`src/wgf_pkg.sv`:
```
// ----------------------------------------------------------------------------
// wgf_pkg
// Shared types, constants and helpers of the white gap fill filter.
// ----------------------------------------------------------------------------
package wgf_pkg;

  localparam int MAX_HEIGHT_DEF = 1024;
  localparam int CHAN_W         = 8;
  localparam int COL_W          = 12;
  localparam int OUT_ROW_W      = 10;
  localparam int CFG_DATA_W     = 13;
  localparam int WIDTH_W        = 13;
  localparam int HEIGHT_W       = 11;
  localparam int SUM_W          = 10;
  localparam logic [SUM_W-1:0] WHITE_SUM = 10'd765;
  localparam logic [WIDTH_W-1:0] WIDTH_RESET  = 13'd256;
  localparam logic [HEIGHT_W-1:0] HEIGHT_RESET = 11'd256;
  localparam logic [WIDTH_W-1:0] WIDTH_MIN  = 13'd3;
  localparam logic [WIDTH_W-1:0] WIDTH_MAX  = 13'd4096;

  typedef enum logic [0:0] {
    REG_IMAGE_WIDTH  = 1'b0,
    REG_IMAGE_HEIGHT = 1'b1
  } cfg_reg_t;

  typedef struct packed {
    logic [CHAN_W-1:0] red;
    logic [CHAN_W-1:0] green;
    logic [CHAN_W-1:0] blue;
  } pixel_t;

  // handoff from the fill stage to the output buffer
  typedef struct packed {
    logic                 has_fill;   // finished pixel of the previous column
    logic                 has_self;   // last column: the pixel itself follows
    pixel_t               fill_px;
    pixel_t               self_px;
    logic [COL_W-1:0]     col;        // column of the incoming pixel
    logic [OUT_ROW_W-1:0] row;
  } load_t;

  function automatic logic is_white(input pixel_t p);
    logic [SUM_W-1:0] s;
    s = SUM_W'(p.red) + SUM_W'(p.green) + SUM_W'(p.blue);
    return s == WHITE_SUM;
  endfunction

  // white left over after the fill goes out as black
  function automatic pixel_t grounded(input pixel_t p);
    return is_white(p) ? pixel_t'(0) : p;
  endfunction

endpackage

```
`src/wgf_out_buf.sv`:
```
// ----------------------------------------------------------------------------
// wgf_out_buf
// Output register: holds the one or two results of an item and shows them
// in order, end_of_run on the last one.
// ----------------------------------------------------------------------------
module wgf_out_buf (
  input  logic                          clk,
  input  logic                          rst,
  input  logic                          load,
  input  wgf_pkg::load_t                load_data,
  output logic                          out_free,
  output logic                          out_valid,
  input  logic                          out_ready,
  output wgf_pkg::pixel_t               out_px,
  output logic [wgf_pkg::COL_W-1:0]     out_col,
  output logic [wgf_pkg::OUT_ROW_W-1:0] out_row,
  output logic                          end_of_run
);

  logic                          has_a, has_b;
  wgf_pkg::pixel_t               a_px, b_px;
  logic [wgf_pkg::COL_W-1:0]     b_col;
  logic [wgf_pkg::OUT_ROW_W-1:0] row;

  assign out_valid  = has_a || has_b;
  assign end_of_run = has_a ^ has_b;
  assign out_free   = !out_valid || (out_ready && end_of_run);
  assign out_px     = has_a ? a_px : b_px;
  assign out_col    = has_a ? b_col - 1'b1 : b_col;
  assign out_row    = row;

  always_ff @(posedge clk) begin
    if (load) begin
      a_px  <= load_data.fill_px;
      b_px  <= load_data.self_px;
      b_col <= load_data.col;
      row   <= load_data.row;
    end
  end

  always_ff @(posedge clk) begin
    if (rst) begin
      has_a <= 1'b0;
      has_b <= 1'b0;
    end else if (load) begin
      has_a <= load_data.has_fill;
      has_b <= load_data.has_self;
    end else if (out_valid && out_ready) begin
      if (has_a) begin
        has_a <= 1'b0;
      end else begin
        has_b <= 1'b0;
      end
    end
  end

endmodule

```
`config.mk`:
```
export PLATFORM = sky130hd
export DESIGN_NAME = wgf_out_buf
export DESIGN_NICKNAME = d
export VERILOG_FILES = /design/src/wgf_pkg.sv /design/src/wgf_out_buf.sv
export SDC_FILE = /design/constraint.sdc
export NUM_CORES = 1
export LEC_CHECK = 0
export ABC_CLOCK_PERIOD_IN_PS = 1100
export BUFFER_PORTS_ARGS = -buffer_cell sky130_fd_sc_hd__buf_4
export CORE_UTILIZATION = 26
export DETAILED_ROUTE_END_ITERATION = 12
export PLACE_DENSITY = 0.58
export SLEW_MARGIN = 15
export SYNTH_ARGS = -nofsm -noshare
export SYNTH_HDL_FRONTEND = slang
export SYNTH_SLANG_ARGS = --single-unit
```
`constraint.sdc`:
```
create_clock -name clk -period 1.1 [get_ports clk]
set_input_delay 0.055 -clock clk [delete_from_list [all_inputs] [get_ports clk]]
set_output_delay 0.055 -clock clk [all_outputs]
set_load 0.03 [all_outputs]
```
Word level (Yosys, flattened, before mapping)
Index checks and enable logic that the tools add are counted.
W data, S select, Z words.
- flip-flop bits (word level): 72
- input port bits: 76
- output and inout port bits: 49
- word-level logic and storage cells: 27
- add/subtract/negate cells: 1
- eq/ne operators: 1
- mux-type cells: 7
- bitwise logic cells: 1
- reductions and logical operators: 7
- operators by type and width (operator ; count):
    $mux W24 ; 1
    $mux W12 ; 1
    $sub A12 B1 Y12 const B ; 1
    $mux W1 ; 5
    $logic_and A1 B1 Y1 ; 2
    $logic_or A1 B1 Y1 ; 2
    $ne A2 B2 Y1 const B ; 1
    $reduce_and A2 Y1 ; 1
    $reduce_bool A2 Y1 ; 1
    $logic_not A1 Y1 ; 1
    $xor A1 B1 Y1 ; 1

Logic depth before layout (Yosys ltp)
Gate-level depths: netlist of run 1.
- depth after elaboration: 4
- gate-level depth with buffers: 6
- mapped depth without buffers: 5

Least setup slack after synthesis of run 1
Ideal clock, no wire load.
- kind: register -> output
- start: register b_col[0] (netlist name)
- end: output out_col[11] (netlist name)
- arrival: 1.493 ns
- path slack: -0.448 ns
- cell stages (with the launch flop): 4
- buffers on the path: 0
- data required time: 1.045 ns
- cells stage by stage: edfxtp_1 -> nor4b_4 -> nand3_1 -> xnor2_1
- word-level cells in the longest chain between the ends: 2
- ends and longest elaborated chain (element ; RTL line ; text):
    from (decl) ; wgf_out_buf.sv:22 ; logic [wgf_pkg::COL_W-1:0] b_col;
    from (signal assigned) ; wgf_out_buf.sv:36 ; b_col <= load_data.col;
    $sub A12 B1 Y12 ; wgf_out_buf.sv:29 ; assign out_col = has_a ? b_col - 1'b1 : b_col;
    $mux W12 ; wgf_out_buf.sv:29 ;
    to (decl) ; wgf_out_buf.sv:15 ; output logic [wgf_pkg::COL_W-1:0] out_col,
No other way between the ends.

Final worst setup path of run 1
- start: register b_col[1] (netlist name)
- end: output out_col[3] (netlist name)
Same word-level chain as after synthesis.

==> results of run 1 <==
==> path summary, 6_finish.rpt <==
check | from | end | depth (start not counted)
hold reg to reg | has_b | has_b | 3
hold / removal | out_ready | has_a | 3
setup / recovery | b_col[1] | out_col[3] | 6
setup reg to reg | has_a | has_a | 7
==> through the flow <==
stage          setup WS (ns)  std cells  instance area (um2)  TNS (ns)
6_report             -0.6665        527                 5713    -17.16
5_1_grt              -0.7568        527                 5713    -19.64
4_1_cts              -0.6988        527                 5657    -18.84
3_5_place_dp         -0.4231        423                 4248    -6.904
3_3_place_gp         -0.3920        423                 4248    -6.443
2_1_floorplan        -0.2960        144                 2968    -3.173
==> where the power goes <==
| group | total [mW] | internal [mW] | leakage [nW] | switching, mW |
|---|---|---|---|---|
| Combinational | 1.80 | 1.01 | 1.55 | 0.787 |
| Sequential | 3.34 | 3.25 | 0.702 | 0.0946 |
| Clock | 2.24 | 1.27 | 0.102 | 0.969 |
==> cell usage after synthesis (2+ instances only) <==
master    number
nor4_1         2
xor2_1         3
nand3_1        3
xnor2_1        8
ha_1           2
nand2_1        8
inv_1          4
edfxtp_1      70
a21oi_1        3
dfxtp_1        2
nor3_1         2
mux2_2        24
nor2_1         3
buf_4          2
==> layout by cell type, fill, tap and decap left out, drive strengths merged, types with 4 or more instances in the layout <==
cell type and count:
buf 161, clkbuf 10, dlygate4sd3 73, edfxtp 70
inv 4, mux2 24, nand2 8, xnor2 8
==> cell families after synthesis <==
family	count (synthesis)
AND/OR/NAND/NOR	22
AO/OA/AOI/OAI	5
adder cells (fa/ha/maj)	2
XOR/XNOR	11
flip-flops	72
multiplexers	24
buffers and inverters	8
==> registers in the layout, indices dropped and copies added, names as in the netlist <==
register	count
a_px	24
out_row	10
b_px	24
has_a	1
has_b	1
b_col	12
==> routing by layer <==
metal  track usage [%]  routed length [um]
met1             12.91                2575
met2             26.02                4127
met3             4.616                 413
met4             4.024                  76
met5                 0                   0
==> area by class of cell <==
class                      count  share of cell area (%)
multi-input combinational     64                   17.00
inverter                       5                  0.4380
clock buffer                  10                   2.234
tap                          136                   2.979
timing repair buffer         234                   38.33
sequential                    72                   37.56
clock inverter                 6                   1.467
==> timing repair <==
action	CTS	global route
hold buffers	73	0
gates cloned	1	0
hold endpoints to repair	72	0
pin swaps	12	1
buffers inserted	14	1
endpoints found under the setup margin	41	41
gates resized for setup	83	15
==> worst max-delay path, cell delays in order (launching register included) <==
cell	delay (ns)
edfxtp_1	0.40
buf_6	0.14
nor4b_4	0.27
buf_6	0.18
buf_6	0.11
xor2_2	0.14
buf_6	0.15
==> results.sh, run 1 <==
export IMPL_crit_type="register to output pin"
export IMPL_cts_buffers_inserted=9
export IMPL_r2r_setup_slack_ns=-0.28
export IMPL_clock_skew_final_ns=0.01448
export IMPL_syn_area_per_cell_um2=19.07
export IMPL_fin_util_pct=55.59
export IMPL_synthCells=144
export IMPL_ys_types=22
export IMPL_syn2layout_area_growth_pct=108.0
export IMPL_clk_pin_slew_ns=0.06
export IMPL_die_h_um=104.8
export IMPL_cts_buffer_depth=2
export IMPL_synth_edf_count=70
export IMPL_post_drt_wl_per_cell_um=13.65
export IMPL_setup_viol=41
export IMPL_grt_pass1_wl_um=11010
export IMPL_antenna_found_initial=0
export IMPL_drt_iter0_drc=44
export IMPL_n_antenna_cell=0
export IMPL_rows=37
export IMPL_cts_root_buffer="clkbuf_8"
export IMPL_seq_area_frac_synth_pct=78.00
export IMPL_syn_nets=222
export IMPL_gr_usage_all_layers_pct=13.30
export IMPL_synth_top_area_cell="edfxtp_1"
export IMPL_via_count=2131
export IMPL_power_mw=7.375
export IMPL_synth_compound_area_share_pct=1.230
export IMPL_finalCriticalPeriod_ns=1.767
export IMPL_slew_headroom_pct=72.69
export IMPL_outcome="complete, but fails checks"
export IMPL_htreeDepth=3
export IMPL_async_reset_ff_share_pct=0
export IMPL_ir_worst_vdd_mv=0.6504
export IMPL_power_density_nw_per_um2=1291
export IMPL_period_share_pct=160.6
export IMPL_required_ns=1.04
export IMPL_cts_tree="yes"
export IMPL_grt_max_degree=26
export IMPL_drt_pass1_iter_count=4
export IMPL_fillerInstances=842
export IMPL_start_kind="register"
export IMPL_dpl_hpwl_um=4330
export IMPL_synth_top_family_by_area="multiplexers"
export IMPL_worstMarginPinSlew_ns=0.4063
export IMPL_coreArea_um2=10280
export IMPL_synth_xor_xnor_area_share_pct=3.508
export IMPL_synthFlopType="edfxtp_1"
export IMPL_gp_congestion=0.6831
export IMPL_nets=464
export IMPL_detail_route_antenna_nets=0
export IMPL_violations="negative setup slack"
export IMPL_slew_violations=0
export IMPL_grt_overflow_total=0
export IMPL_worstPathArrival_ns=1.71
export IMPL_port_buffers=124
export IMPL_drcViolationCount=0
export IMPL_first_global_vias=2387
export IMPL_synthAdderAreaFrac_pct=0.9112
export IMPL_drt_total_wl_um=7193
export IMPL_drive_gt1_share_pct=59.59
export IMPL_ys_top_cells_by_area="edfxtp_1, mux2_2, xnor2_1, dfxtp_1, nand2_1"
export IMPL_start_util_pct=26.72
export IMPL_clock_fmax_mhz=566.1
export IMPL_netlist_area_um2=2746
export IMPL_worst_slack_ns=-0.6665
export IMPL_rsz0062_at_grt="true"
export IMPL_cp_max_fo=5
export IMPL_finalHoldWorstSlack_ns=0.05661
export IMPL_hp_class="primary input to register"
export IMPL_finalHoldViolations=0
export IMPL_endpoint_kind="output pin"
export IMPL_cap_violations=0
export IMPL_ys_ff_latch=72
export IMPL_multi_input_area_um2=970.9
export IMPL_clkSinkCount=72
export IMPL_regArea_um2=2146
export IMPL_synthMuxAreaShare_pct=9.841
export IMPL_ios=125
export IMPL_p_leak_nw=2.355
export IMPL_die_w_um=104.8
export IMPL_clk_latency_ns=0.34
export IMPL_die_area_um2=10980
export IMPL_synth_top_area_share_pct=76.54
export IMPL_synth_simple_area_share_pct=5.103
export IMPL_vias_per_cell=4.044
export IMPL_yosys_warnings=0
No activity file was read; power rests on OpenSTA's default activity.
==> inputs of run 2 (changes only) <==
- PLACE_DENSITY: 0.58 -> 0.55
==> run 2 against run 1 <==
Effect of this change:
- global-route usage down 0.22 points
- critical path type unchanged
- first-iteration DRC count down 55%
- via count down 1.4%
- cell area down 1.4%
- core utilization down 0.79 points
- flip-flop and latch count unchanged
- setup slack better by 0.00070 ns
- the flow still finishes with violations (negative setup slack)
- largest power group unchanged
- clock skew down 0.014 ns
- non-clock buffer count down 5
- critical endpoint is now out_col[8]
- total power down 0.89%
==> results.sh, run 2 (synthesis results as in run 1) <==
export IMPL_outcome="complete, but fails checks"
export IMPL_violations="negative setup slack"
export IMPL_slew_violations=0
export IMPL_grt_pass1_wl_um=10850
export IMPL_cts_tree="yes"
export IMPL_vias_per_cell=4.035
export IMPL_n_antenna_cell=0
export IMPL_p_sw_mw=1.825
export IMPL_ir_worst_vdd_mv=0.8833
export IMPL_crit_type="register to output pin"
export IMPL_rows=37
export IMPL_worstMarginPinSlew_ns=0.3662
export IMPL_start_kind="register"
export IMPL_reg2regPathDepth=7
export IMPL_clock_skew_final_ns=0.0002425
export IMPL_slew_headroom_pct=75.38
export IMPL_use_met2_pct=24.08
export IMPL_holdPathStages=3
export IMPL_grt_max_degree=26
export IMPL_cp_max_fo=3
export IMPL_endpoint_kind="output pin"
export IMPL_required_ns=1.04
export IMPL_die_w_um=104.8
export IMPL_finalCriticalPeriod_ns=1.766
export IMPL_nets=459
export IMPL_p_comb_share_pct=24.1
export IMPL_start_util_pct=26.72
export IMPL_period_share_pct=160.5
export IMPL_grt_overflow_total=0
export IMPL_clk_pin_slew_ns=0.07
export IMPL_power_internal_mw=5.485
export IMPL_die_area_um2=10980
export IMPL_htreeDepth=3
export IMPL_gr_usage_met3_pct=4.242
export IMPL_drt_pass1_iter_count=4
export IMPL_post_drt_wl_per_cell_um=13.56
export IMPL_multi_input_area_um2=969.7
export IMPL_drt_total_wl_um=7066
export IMPL_drcViolationCount=0
export IMPL_clock_fmax_mhz=566.3
export IMPL_via_count=2102
export IMPL_final_cell_mix="buf_4, dlygate4sd3_1, edfxtp_1"
export IMPL_gp_congestion=0.6959
export IMPL_detail_route_antenna_nets=0
export IMPL_cts_root_buffer="clkbuf_8"
export IMPL_rsz0062_at_grt="true"
export IMPL_finalHoldViolations=0
export IMPL_final_common_cell="buf_4"
export IMPL_coreArea_um2=10280
export IMPL_setup_viol=41
export IMPL_drt_iter0_drc=20
export IMPL_seq_power_share_pct=45.7
export IMPL_place_area_um2=4263
export IMPL_clkSinkCount=72
export IMPL_drive_gt1_share_pct=58.96
export IMPL_cts_buffers_inserted=9
export IMPL_syn2layout_area_growth_pct=105.1
export IMPL_use_met1_pct=13.96
export IMPL_gr_usage_all_layers_pct=13.08
export IMPL_first_global_vias=2277
export IMPL_cap_violations=0
export IMPL_finalHoldWorstSlack_ns=0.09699
export IMPL_worstPathArrival_ns=1.71
export IMPL_fillerInstances=822
export IMPL_power_density_nw_per_um2=1298
export IMPL_port_buffers=124
export IMPL_final_cell_area_um2=5632
export IMPL_dpl_hpwl_um=4208
export IMPL_p_leak_nw=2.345
export IMPL_switching_share_pct=24.96
export IMPL_die_h_um=104.8
export IMPL_pwr_share_clk_pct=30.2
export IMPL_hp_class="primary input to register"
export IMPL_ios=125
export IMPL_grt_busiest_layer="met2"
export IMPL_cts_buffer_depth=2
export IMPL_reg_top3="a_px: 24 flops, b_px: 24 flops, b_col: 12 flops"
export IMPL_regArea_um2=2146
export IMPL_antenna_found_initial=0
export IMPL_clk_latency_ns=0.33
export IMPL_worst_slack_ns=-0.6658
==> run 2: what timing repair did <==
action                     4_1_cts  5_1_grt
setup buffers                    7        1
hold buffers                    74        0
hold endpoints to repair        72        0
gates resized for setup         81        7
pin swaps                       13        5
setup endpoints to repair       41       41
==> run 2: stage by stage <==
step / TNS, ns / utilization, % / std cells / setup slack (ns) / power, mW
floorplan: -3.173 / - / 144 / -0.2960 / 4.050
global placement: -6.494 / 41.48 / 425 / -0.3963 / 4.688
detailed placement: -6.766 / 41.48 / 425 / -0.4208 / 4.708
CTS: -18.61 / 54.33 / 520 / -0.7129 / 7.376
global route: -20.82 / 54.80 / 521 / -0.7749 / 7.604
finish: -17.98 / 54.80 / 521 / -0.6658 / 7.310
==> run 2: metal layers <==
| layer | part of all wire, % | routed length [um] |
|---|---|---|
| met1 | 39 | 2733 |
| met2 | 55 | 3905 |
| met3 | 5.7 | 405 |
| met4 | 0.33 | 23 |
| met5 | 0 | 0 |
==> run 2: area by class of cell <==
class	instances	share of cell area [%]
clock inverters	6	1.511
repair buffers	229	37.50
multi-input cells	64	17.22
inverters	5	0.4443
well taps	136	3.022
flip-flops and latches	72	38.10
clock buffers	9	2.200
==> run 2: power by group through the flow <==
stage	Sequential [mW]	Clock [mW]	Combinational (mW)
2_1_floorplan	3.46	0	0.586
3_3_place_gp	3.38	0	1.31
3_5_place_dp	3.39	0	1.32
4_1_cts	3.33	2.30	1.74
5_1_grt	3.36	2.40	1.85
6_report	3.34	2.21	1.76
==> run 2: critical path, cell delays in order (launching register included) <==
cell and delay (ns):
edfxtp_1 0.45, inv_2 0.10, ha_4 0.13, and3b_2 0.20, nand3b_1 0.17, xnor2_4 0.18, buf_6 0.15
==> run 2: final timing paths <==
kind                            slack (ns)  startpoint    endpoint
worst min register to register        0.73       has_b       has_b
worst max register to register       -0.30       has_a       has_b
worst min-delay path                   0.1        load       has_a
worst max-delay path                 -0.67    b_col[0]  out_col[8]
==> inputs of run 3 (changes only) <==
- PLACE_DENSITY: 0.55 -> default
==> run 3 against run 2 <==
Effect of this change:
- the flow still finishes with violations (negative setup slack)
- final cell count is 1.7% higher
- global-route usage up 1.1 points
- core utilization is 0.73 points higher
- non-clock buffer count rose by 8
- cell area increased by 1.3%
- flip-flop and latch count is the same
- hold slack got worse by 0.038 ns
- highest routed layer unchanged
==> results.sh, run 3 (synthesis results as in run 1) <==
export IMPL_slew_violations=0
export IMPL_first_global_vias=2474
export IMPL_rr_endpoint="has_a"
export IMPL_fillerInstances=804
export IMPL_start_kind="register"
export IMPL_switching_share_pct=26.27
export IMPL_cp_endpoint="out_col[11]"
export IMPL_startpoint="b_col[1]"
export IMPL_die_w_um=104.8
export IMPL_period_share_pct=163.4
export IMPL_pwr_share_clk_pct=28.5
export IMPL_worstSetupPathDepth=6
export IMPL_cp_cell_sequence="buf_6, nor4b_4, buf_6, nand3_4, xnor2_4, buf_6"
export IMPL_htreeDepth=3
export IMPL_n_antenna_cell=0
export IMPL_cp_max_fo=4
export IMPL_rsz0062_at_grt="true"
export IMPL_p_comb_share_pct=25.2
export IMPL_final_cell_area_um2=5707
export IMPL_clock_skew_final_ns=0.01434
export IMPL_antenna_found_initial=0
export IMPL_clk_pin_slew_ns=0.07
export IMPL_reg2regPathDepth=8
export IMPL_reg_top3="a_px: 24 flops, b_px: 24 flops, b_col: 12 flops"
export IMPL_drt_iter0_drc=36
export IMPL_coreArea_um2=10280
export IMPL_finalCriticalPeriod_ns=1.798
export IMPL_grt_max_degree=32
export IMPL_dp_worst_setup_slack_ns=-0.4305
export IMPL_p_leak_nw=2.358
export IMPL_cts_tree="yes"
export IMPL_path_delay_family="buffers and inverters"
export IMPL_grt_overflow_total=0
export IMPL_gr_usage_all_layers_pct=14.23
export IMPL_p_sw_mw=1.891
export IMPL_outcome="complete, but fails checks"
export IMPL_cts_buffers_inserted=9
export IMPL_gp_congestion=0.7089
export IMPL_drcViolationCount=0
export IMPL_clkSinkCount=72
export IMPL_vias_per_cell=4.134
export IMPL_cp_num_buf_inv=3
export IMPL_setup_viol=41
export IMPL_ios=125
export IMPL_cts_buffer_depth=2
export IMPL_die_area_um2=10980
export IMPL_max_stage_delay_ns=0.42
export IMPL_rows=37
export IMPL_hp_class="primary input to register"
export IMPL_violations="negative setup slack"
export IMPL_worstPathArrival_ns=1.74
export IMPL_place_area_um2=4240
export IMPL_nets=467
export IMPL_drt_total_wl_um=7390
export IMPL_worst_slack_ns=-0.6978
export IMPL_power_internal_mw=5.308
export IMPL_clk_latency_ns=0.34
export IMPL_seq_power_share_pct=46.3
export IMPL_r2r_setup_slack_ns=-0.36
export IMPL_final_common_cell="buf_4"
export IMPL_endpoint_kind="output pin"
export IMPL_power_density_nw_per_um2=1262
export IMPL_drive_gt1_share_pct=60.15
export IMPL_regArea_um2=2146
export IMPL_dp_cells=422
export IMPL_critPathSlowestCell="edfxtp_1"
export IMPL_via_count=2191
export IMPL_start_util_pct=26.72
export IMPL_post_drt_wl_per_cell_um=13.94
export IMPL_worstMarginPinSlew_ns=0.3829
export IMPL_cap_violations=0
export IMPL_fin_cells=530
export IMPL_port_buffers=124
export IMPL_grt_pass1_wl_um=11760
export IMPL_clock_fmax_mhz=556.3
export IMPL_crit_top_cell="buf_6"
export IMPL_crit_type="register to output pin"
export IMPL_final_cell_mix="buf_4, dlygate4sd3_1, edfxtp_1"
export IMPL_required_ns=1.04
export IMPL_drt_pass1_iter_count=6
export IMPL_dpl_hpwl_um=4391
export IMPL_syn2layout_area_growth_pct=107.8
export IMPL_detail_route_antenna_nets=0
export IMPL_ir_worst_vdd_mv=0.9174
export IMPL_r2r_start="has_a"
export IMPL_cts_root_buffer="clkbuf_8"
export IMPL_slew_headroom_pct=74.26
export IMPL_die_h_um=104.8
export IMPL_multi_input_area_um2=944.7
export IMPL_finalHoldViolations=0
-- run 3: changes by cell type in the layout (fill, tap and decap cells not counted), moves of 2 or more --
cell	change
nand2_4	-2
buf_6	+6
clkinvlp_4	+2
nand2_2	+2
-- run 3: how the worst min path moves through the flow --
stage | from | end | slack, ns | cells past startpoint
after floorplan | rst | has_a | 0.12 | 1
after global placement | rst | has_b | 0.22 | 2
after detailed placement | load_data[20] | b_col[10] | 0.23 | 1
after CTS | out_ready | has_a | 0.03 | 3
after global routing | out_ready | has_a | 0.05 | 3
final | out_ready | has_a | 0.06 | 3
-- run 3: timing repair --
action,in CTS,in global routing
hold buffers,73,0
pin swaps,13,7
setup endpoints to repair,41,41
hold endpoints to repair,72,0
buffers inserted,16,6
gates cloned,2,0
gates resized for setup,81,24
-- run 3: area by class of cell --
type	count	share of cell area, %
timing repair buffer	237	38.98
inverter	5	0.4824
tap	136	2.982
clock inverter	7	1.228
multi-input combinational	64	16.55
clock buffer	9	2.171
sequential	72	37.60
-- run 3: power by group through the flow --
stage,sequential (mW),combinational (mW),clock [mW]
after floorplan,3.46,0.586,0
final,3.33,1.81,2.05
after CTS,3.33,1.79,2.12
after global placement,3.38,1.30,0
after global routing,3.35,1.91,2.23
after detailed placement,3.39,1.31,0
-- run 3: metrics by stage --
step	total power, mW	hold slack, ns	TNS [ns]	util, %
4_1_cts	7.238	0.02514	-19.31	54.89
5_1_grt	7.492	0.05357	-21.04	55.53
3_5_place_dp	4.702	0.2343	-7.043	41.26
3_3_place_gp	4.680	0.2234	-6.196	41.26
2_1_floorplan	4.050	0.1167	-3.173	-
6_report	7.199	0.05924	-18.74	55.53
-- run 3: worst register-to-register path: cells and delay by family (launching register included) --
family / cells / cell delay, ns
DFF: 1 / 0.36
AOI/OAI and AO/OA: 2 / 0.41
adders and majority gates: 1 / 0.13
buffers and inverters: 5 / 0.50
-- run 3: metal layers --
metal | part of all wire (%) | up-vias | global-route usage [%]
met5 | 0 | - | 0
met4 | 1.9 | 0 | 5.936
met3 | 6.4 | 13 | 4.866
met2 | 56 | 86 | 26.87
met1 | 35 | 1053 | 14.03
li1 | - | 1039 | -
