===== src/wgf_pkg.sv =====
// ----------------------------------------------------------------------------
// wgf_pkg
// Shared types, constants and helpers of the white gap fill filter.
// ----------------------------------------------------------------------------
package wgf_pkg;

  localparam int MAX_HEIGHT_DEF = 1024;
  localparam int CHAN_W         = 8;
  localparam int COL_W          = 12;
  localparam int OUT_ROW_W      = 10;
  localparam int CFG_DATA_W     = 13;
  localparam int WIDTH_W        = 13;
  localparam int HEIGHT_W       = 11;
  localparam int SUM_W          = 10;
  localparam logic [SUM_W-1:0] WHITE_SUM = 10'd765;
  localparam logic [WIDTH_W-1:0] WIDTH_RESET  = 13'd256;
  localparam logic [HEIGHT_W-1:0] HEIGHT_RESET = 11'd256;
  localparam logic [WIDTH_W-1:0] WIDTH_MIN  = 13'd3;
  localparam logic [WIDTH_W-1:0] WIDTH_MAX  = 13'd4096;

  typedef enum logic [0:0] {
    REG_IMAGE_WIDTH  = 1'b0,
    REG_IMAGE_HEIGHT = 1'b1
  } cfg_reg_t;

  typedef struct packed {
    logic [CHAN_W-1:0] red;
    logic [CHAN_W-1:0] green;
    logic [CHAN_W-1:0] blue;
  } pixel_t;

  // handoff from the fill stage to the output buffer
  typedef struct packed {
    logic                 has_fill;   // finished pixel of the previous column
    logic                 has_self;   // last column: the pixel itself follows
    pixel_t               fill_px;
    pixel_t               self_px;
    logic [COL_W-1:0]     col;        // column of the incoming pixel
    logic [OUT_ROW_W-1:0] row;
  } load_t;

  function automatic logic is_white(input pixel_t p);
    logic [SUM_W-1:0] s;
    s = SUM_W'(p.red) + SUM_W'(p.green) + SUM_W'(p.blue);
    return s == WHITE_SUM;
  endfunction

  // white left over after the fill goes out as black
  function automatic pixel_t grounded(input pixel_t p);
    return is_white(p) ? pixel_t'(0) : p;
  endfunction

endpackage


===== src/wgf_position.sv =====
// ----------------------------------------------------------------------------
// wgf_position
// Frame size registers and the column/row position of the next input item.
// ----------------------------------------------------------------------------
module wgf_position #(
  parameter int MAX_HEIGHT = wgf_pkg::MAX_HEIGHT_DEF,
  parameter int AW         = $clog2(MAX_HEIGHT)
) (
  input  logic                           clk,
  input  logic                           rst,
  input  logic                           cfg_we,
  input  logic                           cfg_index,
  input  logic [wgf_pkg::CFG_DATA_W-1:0] cfg_data,
  input  logic                           in_fire,
  output logic [wgf_pkg::COL_W-1:0]      col,
  output logic [AW-1:0]                  row,
  output logic [AW-1:0]                  next_row,
  output logic                           interior,
  output logic                           last_col
);

  localparam logic [wgf_pkg::WIDTH_W-1:0] HMAX = wgf_pkg::WIDTH_W'(MAX_HEIGHT);

  logic [wgf_pkg::WIDTH_W-1:0]  image_width;
  logic [wgf_pkg::HEIGHT_W-1:0] image_height;
  logic [wgf_pkg::WIDTH_W-1:0]  eff_w, eff_h, h_ext, col_inc, row_inc;
  logic                         last_row;

  always_comb begin
    h_ext = wgf_pkg::WIDTH_W'(image_height);
    if (image_width < wgf_pkg::WIDTH_MIN) begin
      eff_w = wgf_pkg::WIDTH_MIN;
    end else if (image_width > wgf_pkg::WIDTH_MAX) begin
      eff_w = wgf_pkg::WIDTH_MAX;
    end else begin
      eff_w = image_width;
    end
    if (h_ext < wgf_pkg::WIDTH_MIN) begin
      eff_h = wgf_pkg::WIDTH_MIN;
    end else if (h_ext > HMAX) begin
      eff_h = HMAX;
    end else begin
      eff_h = h_ext;
    end
    col_inc  = wgf_pkg::WIDTH_W'(col) + 1'b1;
    row_inc  = wgf_pkg::WIDTH_W'(row) + 1'b1;
    last_col = col_inc >= eff_w;
    last_row = row_inc >= eff_h;
    next_row = last_row ? '0 : row + 1'b1;
    // pixel (col-1, row) has all four neighbours inside the frame
    interior = (col >= wgf_pkg::COL_W'(2)) && (row != '0) && ((row_inc + 1'b1) <= eff_h);
  end

  always_ff @(posedge clk) begin
    if (rst) begin
      image_width  <= wgf_pkg::WIDTH_RESET;
      image_height <= wgf_pkg::HEIGHT_RESET;
      col          <= '0;
      row          <= '0;
    end else if (cfg_we) begin
      case (wgf_pkg::cfg_reg_t'(cfg_index))
        wgf_pkg::REG_IMAGE_WIDTH:  image_width  <= cfg_data;
        wgf_pkg::REG_IMAGE_HEIGHT: image_height <= cfg_data[wgf_pkg::HEIGHT_W-1:0];
        default: ;
      endcase
      col <= '0;
      row <= '0;
    end else if (in_fire) begin
      row <= next_row;
      if (last_row) begin
        col <= last_col ? '0 : wgf_pkg::COL_W'(col_inc);
      end
    end
  end

endmodule


===== config.mk =====
export PLATFORM = sky130hd
export DESIGN_NAME = wgf_position
export DESIGN_NICKNAME = d
export VERILOG_FILES = /design/src/wgf_pkg.sv /design/src/wgf_position.sv
export SDC_FILE = /design/constraint.sdc
export NUM_CORES = 1
export LEC_CHECK = 0
export CORE_MARGIN = 2
export CORE_UTILIZATION = 41
export DETAILED_ROUTE_END_ITERATION = 10
export DONT_BUFFER_PORTS = 1
export HOLD_SLACK_MARGIN = 0.03
export PLACE_DENSITY = 0.62
export SKIP_LAST_GASP = 1
export SLEW_MARGIN = 40
export SYNTH_ARGS = -nofsm -noshare
export SYNTH_HDL_FRONTEND = slang
export SYNTH_SLANG_ARGS = --single-unit

===== constraint.sdc =====
create_clock -name clk -period 5.2 [get_ports clk]
set_clock_uncertainty 0.15 [all_clocks]
set_input_delay 0.26 -clock clk [delete_from_list [all_inputs] [get_ports clk]]
set_output_delay 0.26 -clock clk [all_outputs]
set_load 0.02 [all_outputs]

[Yosys cells after proc, flatten, opt, wreduce, memory -nomap -nowiden]
Index checks and enable logic that the tools add are counted.
Word-level totals
  bits in registers: 46
  bits in latches: 0
  RAM bits: 0
  ROM bits: 0
  input bits: 18
  output and inout bits: 34
  memories: 0
Operators by class
  add/sub/neg operators: 4
  multipliers: 0
  divide/modulo/power cells: 0
  $lt $le $gt $ge: 8
  equal/unequal tests: 0
  shift operators: 0
  muxes and demuxes: 6
  bitwise operators: 1
  reduce and logical (&&, ||, !) cells: 7
Operators by type and width (number)
  $mux 13: 2
  $mux 11: 2
  $add 12x1->13 const B: 1
  $ge 11x13->1: 1
  $ge 13x13->1: 1
  $gt 13x13->1 const B: 1
  $le 12x13->1: 1
  $lt 13x2->1 const B: 1
  $add 11x1->12 const B: 1
  $ge 12x2->1 const B: 1
  $mux 12: 1
  $add 10x1->11 const B: 1
  $gt 11x11->1 const B: 1
  $lt 11x2->1 const B: 1
  $add 10x1->10 const B: 1
  $mux 10: 1
  $reduce_bool 10->1: 1
  $reduce_and 2->1: 3
  $logic_and 1x1->1: 2
  $reduce_or 2->1: 1
  $not 1->1: 1

[Longest topological paths before layout]
Gate-level depths: netlist of run 1.
  word-level depth: 5
  gate-level depth with buffers: 14
  depth with buffers taken out: 14

[Least setup slack after synthesis of run 1]
OpenSTA, ideal clock, no wires.
  path type: register to output
  from: register row[0]
  to: output port next_row[2]
  data arrival time: 3.120 ns
  data required time: 4.790 ns
  setup slack: 1.670 ns
  stages on the path, launching flop included: 13
  path buffers: 1
  path through: dfxtp_1 > ha_1 > and3_1 > nand3_1 > xor2_1 > inv_1 > ha_1 > and4_1 > o21ai_0 > o21ai_0 > o21ai_0 > clkbuf_1 > and2_1
On the way
  word-level cells in the longest chain between the ends: 3
  elaborated cells on any way between the ends: 4
  classes of those cells: 2 x add/sub; 1 x order compare; 1 x mux
RTL lines
  from (decl): line wgf_position.sv:16  | output logic [AW-1:0] row,
  from (signal assigned): line wgf_position.sv:69  | row <= next_row;
  $add 10x1->11: line wgf_position.sv:46  | row_inc = wgf_pkg::WIDTH_W'(row) + 1'b1;
  $ge 11x13->1: line wgf_position.sv:48  | last_row = row_inc >= eff_h;
  $mux 10 (*): line wgf_position.sv:49  | next_row = last_row ? '0 : row + 1'b1;
  to (decl): line wgf_position.sv:17  | output logic [AW-1:0] next_row,
Mark *: on every way between the ends. The rest lies on a longest branch, timed or not.

[Worst setup path after layout of run 1]
  from: register row[2]
  to: output port interior
On the way
  word-level cells in the longest chain between the ends: 4
  elaborated cells on any way between the ends: 6
  classes of those cells: 2 x add/sub; 1 x order compare; 3 x reduce/logical
RTL lines
  $add 10x1->11: line wgf_position.sv:46
  $add 11x1->12: line wgf_position.sv:51  | interior = (col >= wgf_pkg::COL_W'(2)) && (row != '0) && ((row_inc + 1'b1) <= eff_h);
  $le 12x13->1: line wgf_position.sv:51
  $logic_and 1x1->1 (*): line wgf_position.sv:51
  to (decl): line wgf_position.sv:18  | output logic interior,
Marked as above.

==> run_summary.xml, run 1 <==
<?xml version="1.0" encoding="UTF-8"?>
<metrics>
  <group name="clocking">
    <metric name="numCtsBuffers" unit="">5</metric>
    <metric name="cts_resized" unit="">0</metric>
    <metric name="cts_root_buffer" unit="">sky130_fd_sc_hd__clkbuf_8</metric>
    <metric name="post-cts-setup-buffers" unit="">0</metric>
    <metric name="tritoncts" unit="">done</metric>
    <metric name="clk_path_buf_depth" unit="">2</metric>
    <metric name="holdBufCountCts" unit="">16</metric>
    <metric name="cts.sink_count" unit="">46</metric>
    <metric name="clock_insertion_delay_at_the_later_pin_of_the_skew_report" unit="ns">0.31</metric>
    <metric name="path_clk_slew" unit="ns">0.09</metric>
    <metric name="cts.htree.levels" unit="">2</metric>
  </group>
  <group name="synth">
    <metric name="postSynthCellCount" unit="">447</metric>
    <metric name="synth_fp_nets" unit="">506</metric>
    <metric name="yosysUniqueCellTypes" unit="">48</metric>
    <metric name="netlist_top_cells_area" unit="">sky130_fd_sc_hd__dfxtp_1 27%, sky130_fd_sc_hd__ha_1 15%, sky130_fd_sc_hd__nand2_1 11%</metric>
    <metric name="synth_enable_flop_cells" unit="">0</metric>
    <metric name="synth_area_leader_cell" unit="">sky130_fd_sc_hd__dfxtp_1</metric>
    <metric name="synth_top_area_share" unit="">0.271</metric>
    <metric name="synth-seq-cells" unit="">46</metric>
    <metric name="yosysWarnings" unit="">0</metric>
    <metric name="synthesis.area_per_instance" unit="um2">7.60</metric>
    <metric name="ys.flop_type" unit="">sky130_fd_sc_hd__dfxtp_1</metric>
    <metric name="post_synth_instance_area" unit="mm2">0.00340</metric>
    <metric name="synth-async-reset-ratio" unit="">0</metric>
    <metric name="yosys.cell_count.top_type" unit="">sky130_fd_sc_hd__nand2_1</metric>
    <metric name="synthTopCellsByCount" unit="">96 x sky130_fd_sc_hd__nand2_1, 46 x sky130_fd_sc_hd__dfxtp_1, 41 x sky130_fd_sc_hd__ha_1, 35 x sky130_fd_sc_hd__a21oi_1, 26 x sky130_fd_sc_hd__nand3_1</metric>
    <metric name="proportion_of_synthesized_chip_area_in_sequential_cells" unit="">0.271</metric>
  </group>
  <group name="hold_path">
    <metric name="whs_endpoint" unit="">image_width[11]</metric>
    <metric name="hold_start" unit="">cfg_index</metric>
    <metric name="hold_class" unit="">input pin to register</metric>
    <metric name="timing.hold.worst_path_depth" unit="">3</metric>
  </group>
  <group name="floorplan">
    <metric name="floorplan.initialDensity" unit="">0.417</metric>
    <metric name="floorplan.die.width" unit="um">95.0</metric>
    <metric name="die-height" unit="um">95.0</metric>
    <metric name="floorplan.io_pins" unit="">52</metric>
    <metric name="full_die_area" unit="mm2">0.00903</metric>
    <metric name="core_area" unit="mm2">0.00813</metric>
    <metric name="number_of_cell_rows" unit="">33</metric>
  </group>
  <group name="global_route">
    <metric name="wire_length_of_the_first_global_routing_pass" unit="um">14300</metric>
    <metric name="grtUsageMet2" unit="">0.294</metric>
    <metric name="grtUsageTotal" unit="">0.197</metric>
    <metric name="grt-ovfl-total" unit="">0</metric>
    <metric name="grt_most_used_layer" unit="">met2</metric>
    <metric name="grt_util_met1" unit="">0.284</metric>
    <metric name="grt_antenna_before_repair" unit="">0</metric>
    <metric name="grt_use_met3" unit="">0.0495</metric>
    <metric name="maximum_number_of_pins_on_one_net_before_global_route_repair" unit="">28</metric>
    <metric name="grt_pass1_vias" unit="">2955</metric>
  </group>
  <group name="setup_path">
    <metric name="arrival_worst_endpoint" unit="ns">3.99</metric>
    <metric name="reg2regPathDepth" unit="">12</metric>
    <metric name="critPathRequiredTime" unit="ns">4.79</metric>
    <metric name="crit_family" unit="">compound AO/OA/AOI/OAI gates</metric>
    <metric name="worst-path-max-fanout" unit="">10</metric>
    <metric name="r2r_slack" unit="ns">1.08</metric>
    <metric name="regToRegStartpoint" unit="">row[0]</metric>
    <metric name="crit_path_cell_trace" unit="">ha_1 -&gt; nand2_1 -&gt; xnor2_1 -&gt; nand3_1 -&gt; nor3_1 -&gt; nand3_1 -&gt; o32ai_1 -&gt; ha_1 -&gt; a211oi_1 -&gt; o2111ai_1 -&gt; a21oi_1</metric>
    <metric name="max_stage_delay" unit="ns">0.63</metric>
    <metric name="timing.critical_path.buf_inv" unit="">0</metric>
    <metric name="worstSetupStartpointType" unit="">register</metric>
    <metric name="class_of_the_most_critical_setup_path" unit="">register to output port</metric>
    <metric name="timing.critical_path.slowest_stage_cell" unit="">sky130_fd_sc_hd__dfxtp_1</metric>
    <metric name="end_kind" unit="">output port</metric>
    <metric name="r2r_end" unit="">col[6]</metric>
  </group>
  <group name="placement">
    <metric name="place.detailed.instances" unit="">532</metric>
    <metric name="pre_cts_slack" unit="ns">1.17</metric>
    <metric name="place.gp.congestion" unit="">0.889</metric>
    <metric name="place.detailed.hpwl" unit="um">6350</metric>
    <metric name="io_buffers" unit="">0</metric>
  </group>
  <group name="route">
    <metric name="route.antenna.remaining_nets" unit="">0</metric>
    <metric name="post-route-drc-count" unit="">0</metric>
    <metric name="finalWirelength" unit="um">8530</metric>
    <metric name="vias_per_instance" unit="">5.63</metric>
    <metric name="route.vias.total" unit="">3133</metric>
    <metric name="wire_per_inst" unit="um">15.3</metric>
    <metric name="dr.pass1.iters" unit="">4</metric>
    <metric name="drtIter0Drc" unit="">105</metric>
  </group>
  <group name="sta">
    <metric name="whs" unit="ns">0.0700</metric>
    <metric name="rsz0062_at_grt" unit="">no</metric>
    <metric name="max_frequency" unit="MHz">227</metric>
    <metric name="worst_slack_setup_final" unit="ns">0.803</metric>
    <metric name="relSlewSlack" unit="">0.642</metric>
    <metric name="setup-tns-final" unit="ns">0</metric>
    <metric name="period_share" unit="">0.846</metric>
    <metric name="finalWorstPathRequiredPeriod" unit="ns">4.40</metric>
    <metric name="tightest_slew" unit="ns">0.536</metric>
    <metric name="hold_viol" unit="">0</metric>
    <metric name="setup_violations" unit="">0</metric>
    <metric name="timing.final.max_slew_violations" unit="">0</metric>
  </group>
  <group name="layout">
    <metric name="syn2layout_area_growth" unit="%">8.51</metric>
    <metric name="finalNetCount" unit="">509</metric>
    <metric name="fraction_of_final_layout_cells_with_drive_strength_greater_than_1" unit="">0.0621</metric>
    <metric name="fin_cells" unit="">556</metric>
    <metric name="insertedDiodeCount" unit="">0</metric>
  </group>
  <group name="run_status">
    <metric name="result_of_the_run" unit="">finished clean</metric>
  </group>
  <group name="power_and_ir_drop">
    <metric name="max-vdd-ir-drop" unit="mV">0.136</metric>
    <metric name="cellLeakagePower" unit="nW">1.51</metric>
    <metric name="power.density" unit="mW/mm2">193</metric>
  </group>
  <group name="job">
    <metric name="maxCapViolCount" unit="">0</metric>
  </group>
</metrics>
placed cells by master (no fill, tap or decap), types with 6 or more instances in the layout:
cell and n:
sky130_fd_sc_hd__a21oi_1 35, sky130_fd_sc_hd__a31oi_1 7, sky130_fd_sc_hd__a32oi_1 8, sky130_fd_sc_hd__and2_1 7, sky130_fd_sc_hd__and3_1 7, sky130_fd_sc_hd__dfxtp_1 46
sky130_fd_sc_hd__dlygate4sd3_1 15, sky130_fd_sc_hd__ha_1 41, sky130_fd_sc_hd__inv_1 14, sky130_fd_sc_hd__nand2_1 96, sky130_fd_sc_hd__nand3_1 26, sky130_fd_sc_hd__nand4_1 6
sky130_fd_sc_hd__nor2_1 19, sky130_fd_sc_hd__nor3_1 9, sky130_fd_sc_hd__nor4_1 9, sky130_fd_sc_hd__o21ai_0 14, sky130_fd_sc_hd__xnor2_1 16, sky130_fd_sc_hd__xor2_1 8
state kept, by name (all words and copies together) (netlist names):
signal / flops
image_width: 13
col: 12
image_height: 11
row: 10
cell families after synthesis:
kind of cell,synth area share
AO/OA/AOI/OAI,0.167
XOR/XNOR,0.0667
adder cells (fa/ha/maj),0.151
buffers and inverters,0.0531
flip-flops,0.271
AND/OR/NAND/NOR,0.291
routing by layer:
metal  up-vias  wire length, um
met3         5              474
met5         -                0
met2        76             3720
met1      1459             4280
li1       1593                -
met4         0               50
worst register-to-register path: stages, from the launching register on:
cell	delay, ns
sky130_fd_sc_hd__dfxtp_1	0.67
sky130_fd_sc_hd__ha_1	0.35
sky130_fd_sc_hd__and3_1	0.23
sky130_fd_sc_hd__nand3_1	0.19
sky130_fd_sc_hd__xor2_1	0.29
sky130_fd_sc_hd__inv_1	0.12
sky130_fd_sc_hd__ha_1	0.33
sky130_fd_sc_hd__and4_1	0.20
sky130_fd_sc_hd__nand3_1	0.08
sky130_fd_sc_hd__o21ai_0	0.25
sky130_fd_sc_hd__o21a_1	0.46
sky130_fd_sc_hd__nand3_1	0.37
sky130_fd_sc_hd__o41ai_1	0.33
stage by stage:
step	util	power (mW)	cell area [um2]
after floorplan	-	0.459	3400
after global placement	0.423	0.477	3440
after detailed placement	0.423	0.479	3440
after CTS	0.453	0.717	3690
after global routing	0.453	0.749	3680
final	0.453	0.712	3680
worst max-delay path by stage:
stage	start	end	slack, ns	depth (start not counted)
floorplan	row[0]	next_row[2]	1.67	12
global placement	row[0]	col[6]	1.22	12
detailed placement	row[0]	col[6]	1.17	12
CTS	row[2]	interior	0.88	11
global route	row[2]	interior	0.48	11
finish	row[2]	interior	0.80	11
area by class of cell:
type / instances / area, um2
Clock buffer: 6 / 72.6
Clock inverter: 2 / 13.8
Fill cell: 813 / 4450
Inverter: 17 / 63.8
Multi-Input combinational cell: 360 / 2300
Sequential cell: 46 / 921
Tap cell: 105 / 131
Timing Repair Buffer: 20 / 185
power breakdown:
group	switching, mW	leakage [nW]	total [mW]	internal (mW)
Clock	0.131	0.0452	0.226	0.0953
Sequential	0.0102	0.374	0.372	0.362
Combinational	0.0702	1.09	0.114	0.0441
Total	0.211	1.51	0.712	0.501
(Power assumes the default switching activity.)
==> run 2: changes to the inputs <==
Settings changed: PLACE_DENSITY 0.62 to 0.64.
Clock period 5.2 ns to 3.6 ns, I/O delays scaled along.
==> run 2 against run 1 <==
Final cell count up 6.3%. Final area grew 13%. Global-route usage increased by 1.0 points. First-iteration DRC count increased by 30%. Combinational power grew 65%. Setup slack got worse by 0.75 ns. Sequential share of layout area decreased by 2.7 points. Sequential cell count unchanged. Core utilization grew 5.7 points. Clock power rose by 44%. Non-clock buffer count is 35 higher. Critical endpoint unchanged. Largest cell class unchanged. Highest routed layer unchanged.
==> run_summary.xml, run 2 (same netlist as run 1, synthesis figures left out) <==
<?xml version="1.0" encoding="UTF-8"?>
<metrics>
  <group name="run_status">
    <metric name="result_of_the_run" unit="">finished clean</metric>
  </group>
  <group name="global_route">
    <metric name="grt-ovfl-total" unit="">0</metric>
    <metric name="grt_pass1_vias" unit="">3152</metric>
    <metric name="maximum_number_of_pins_on_one_net_before_global_route_repair" unit="">25</metric>
    <metric name="grtUsageTotal" unit="">0.208</metric>
    <metric name="wire_length_of_the_first_global_routing_pass" unit="um">14900</metric>
    <metric name="grt_antenna_before_repair" unit="">0</metric>
  </group>
  <group name="setup_path">
    <metric name="crit_path_cell_trace" unit="">buf_4 -&gt; ha_4 -&gt; nand4_1 -&gt; or2_4 -&gt; xnor2_4 -&gt; buf_6 -&gt; nand3_2 -&gt; o32ai_2 -&gt; ha_1 -&gt; a211oi_2 -&gt; o2111ai_1 -&gt; a21oi_1 -&gt; buf_4</metric>
    <metric name="class_of_the_most_critical_setup_path" unit="">register to output port</metric>
    <metric name="reg2regPathDepth" unit="">12</metric>
    <metric name="critical_path.startpoint" unit="">row[1]</metric>
    <metric name="crit_family" unit="">compound AO/OA/AOI/OAI gates</metric>
    <metric name="worstSetupStartpointType" unit="">register</metric>
    <metric name="r2r_slack" unit="ns">0.30</metric>
    <metric name="timing.critical_path.slowest_stage_cell" unit="">sky130_fd_sc_hd__dfxtp_2</metric>
    <metric name="arrival_worst_endpoint" unit="ns">3.22</metric>
    <metric name="regToRegStartpoint" unit="">col[1]</metric>
    <metric name="worstSetupEndpoint" unit="">interior</metric>
    <metric name="critPathRequiredTime" unit="ns">3.27</metric>
    <metric name="timing.critical_path.buf_inv" unit="">3</metric>
    <metric name="path_common_cell" unit="">sky130_fd_sc_hd__buf_4</metric>
    <metric name="end_kind" unit="">output port</metric>
    <metric name="max_stage_delay" unit="ns">0.34</metric>
    <metric name="r2r_end" unit="">col[10]</metric>
    <metric name="worst-path-max-fanout" unit="">5</metric>
    <metric name="cp.depth" unit="">13</metric>
  </group>
  <group name="route">
    <metric name="topRoutingLayerUsed" unit="">met4</metric>
    <metric name="met2WireLength" unit="um">4070</metric>
    <metric name="finalWirelength" unit="um">9260</metric>
    <metric name="wire_per_inst" unit="um">15.7</metric>
    <metric name="vias_per_instance" unit="">5.64</metric>
    <metric name="post-route-drc-count" unit="">0</metric>
    <metric name="route.antenna.remaining_nets" unit="">0</metric>
    <metric name="route.vias.total" unit="">3336</metric>
    <metric name="wl_met3" unit="um">594</metric>
    <metric name="drtIter0Drc" unit="">136</metric>
    <metric name="dr.pass1.iters" unit="">4</metric>
    <metric name="detail_route.wirelength.met1" unit="um">4430</metric>
  </group>
  <group name="placement">
    <metric name="place.detailed.instances" unit="">560</metric>
    <metric name="place.detailed.hpwl" unit="um">6800</metric>
    <metric name="pre_cts_slack" unit="ns">0.105</metric>
    <metric name="dpl-instance-area" unit="mm2">0.00365</metric>
    <metric name="io_buffers" unit="">0</metric>
    <metric name="place.gp.congestion" unit="">0.880</metric>
  </group>
  <group name="clocking">
    <metric name="clock_insertion_delay_at_the_later_pin_of_the_skew_report" unit="ns">0.31</metric>
    <metric name="numCtsBuffers" unit="">5</metric>
    <metric name="cts.sink_count" unit="">46</metric>
    <metric name="clk_path_buf_depth" unit="">2</metric>
    <metric name="tritoncts" unit="">done</metric>
    <metric name="cts_root_buffer" unit="">sky130_fd_sc_hd__clkbuf_8</metric>
    <metric name="path_clk_slew" unit="ns">0.10</metric>
    <metric name="cts.htree.levels" unit="">2</metric>
  </group>
  <group name="layout">
    <metric name="post-route-util" unit="">0.510</metric>
    <metric name="insertedDiodeCount" unit="">0</metric>
    <metric name="fraction_of_final_layout_cells_with_drive_strength_greater_than_1" unit="">0.181</metric>
    <metric name="largest_reg_flops" unit="">13</metric>
    <metric name="finalNetCount" unit="">544</metric>
    <metric name="final_design_area_no_fill" unit="mm2">0.00415</metric>
    <metric name="fin_cells" unit="">591</metric>
    <metric name="most_common_cell_after_layout_fill_and_taps_aside" unit="">sky130_fd_sc_hd__nand2_1</metric>
    <metric name="final_cell_mix" unit="">96 x sky130_fd_sc_hd__nand2_1, 43 x sky130_fd_sc_hd__dfxtp_1, 38 x sky130_fd_sc_hd__ha_1</metric>
    <metric name="largest_registers" unit="">image_width: 13 flops, col: 12 flops, image_height: 11 flops</metric>
    <metric name="syn2layout_area_growth" unit="%">22.1</metric>
    <metric name="max_flop_register" unit="">image_width</metric>
  </group>
  <group name="sta">
    <metric name="relSlewSlack" unit="">0.457</metric>
    <metric name="tightest_slew" unit="ns">0.811</metric>
    <metric name="setup-tns-final" unit="ns">0</metric>
    <metric name="hold_viol" unit="">0</metric>
    <metric name="finalWorstPathRequiredPeriod" unit="ns">3.55</metric>
    <metric name="worst_slack_setup_final" unit="ns">0.0488</metric>
    <metric name="setup_violations" unit="">0</metric>
    <metric name="timing.final.max_slew_violations" unit="">0</metric>
    <metric name="max_frequency" unit="MHz">282</metric>
    <metric name="whs" unit="ns">0.0892</metric>
    <metric name="rsz0062_at_grt" unit="">yes</metric>
    <metric name="period_share" unit="">0.986</metric>
  </group>
  <group name="job">
    <metric name="maxCapViolCount" unit="">0</metric>
  </group>
  <group name="floorplan">
    <metric name="die-height" unit="um">95.0</metric>
    <metric name="core_area" unit="mm2">0.00813</metric>
    <metric name="full_die_area" unit="mm2">0.00903</metric>
    <metric name="floorplan.die.width" unit="um">95.0</metric>
    <metric name="floorplan.io_pins" unit="">52</metric>
    <metric name="floorplan.initialDensity" unit="">0.417</metric>
    <metric name="number_of_cell_rows" unit="">33</metric>
  </group>
  <group name="power_and_ir_drop">
    <metric name="cellLeakagePower" unit="nW">1.74</metric>
    <metric name="total_power" unit="mW">1.05</metric>
    <metric name="share_seq_of_total_power" unit="">0.509</metric>
    <metric name="combinational_fraction_of_design_power" unit="">0.179</metric>
    <metric name="power.density" unit="mW/mm2">253</metric>
    <metric name="power_switching_share" unit="">0.299</metric>
    <metric name="max-vdd-ir-drop" unit="mV">0.156</metric>
    <metric name="internal-power" unit="mW">0.734</metric>
    <metric name="clk_network_pwr_share" unit="">0.311</metric>
    <metric name="switching_power" unit="mW">0.313</metric>
  </group>
  <group name="hold_path">
    <metric name="hold_class" unit="">input pin to register</metric>
    <metric name="hold_start" unit="">in_fire</metric>
  </group>
</metrics>
==> run 2: worst register-to-register path, cell delays in order, from the launching register on <==
cell and delay, ns:
sky130_fd_sc_hd__dfxtp_1 0.35, sky130_fd_sc_hd__ha_1 0.29, sky130_fd_sc_hd__nand3_4 0.13, sky130_fd_sc_hd__or3_2 0.54, sky130_fd_sc_hd__xnor2_1 0.15, sky130_fd_sc_hd__ha_1 0.31
sky130_fd_sc_hd__a21oi_1 0.13, sky130_fd_sc_hd__o21ai_0 0.09, sky130_fd_sc_hd__a21o_1 0.18, sky130_fd_sc_hd__a31oi_1 0.18, sky130_fd_sc_hd__inv_1 0.10, sky130_fd_sc_hd__or4_1 0.46
sky130_fd_sc_hd__a31oi_1 0.17
==> run 2: final cells by class <==
class	count	area, um2
fill	779	3990
sequential	46	925
inverter	17	63.8
clock buffer	5	68.8
tap	105	131
clock inverter	3	21.3
timing repair buffer	55	470
multi-input combinational	360	2470
==> run 2: worst min-delay path by stage <==
stage               depth (start not counted)         endpoint
floorplan                                   2   image_width[8]
global placement                            1  image_height[1]
detailed placement                          1   image_width[9]
CTS                                         2           row[5]
global route                                2           row[5]
finish                                      3           row[2]
==> run 2: what timing repair did <==
action                                  in CTS  in global routing
buffers inserted                             0                  3
endpoints found under the hold margin       30                 20
hold buffers                                16                  4
pin swaps                                    3                 10
endpoints found under the setup margin       1                 18
gates resized for setup                      6                 34
==> run 2: per-layer routing <==
metal / track usage / up-vias
met2: 0.336 / 104
met5: 0 / -
li1: - / 1665
met3: 0.0487 / 18
met1: 0.276 / 1549
met4: 0.0580 / 0
==> run 2: power groups by stage <==
stage | Clock, mW | Combinational [mW] | Sequential [mW]
after floorplan | 0 | 0.118 | 0.544
final | 0.326 | 0.188 | 0.534
after global routing | 0.358 | 0.210 | 0.536
after CTS | 0.336 | 0.174 | 0.533
after detailed placement | 0 | 0.152 | 0.545
after global placement | 0 | 0.148 | 0.545
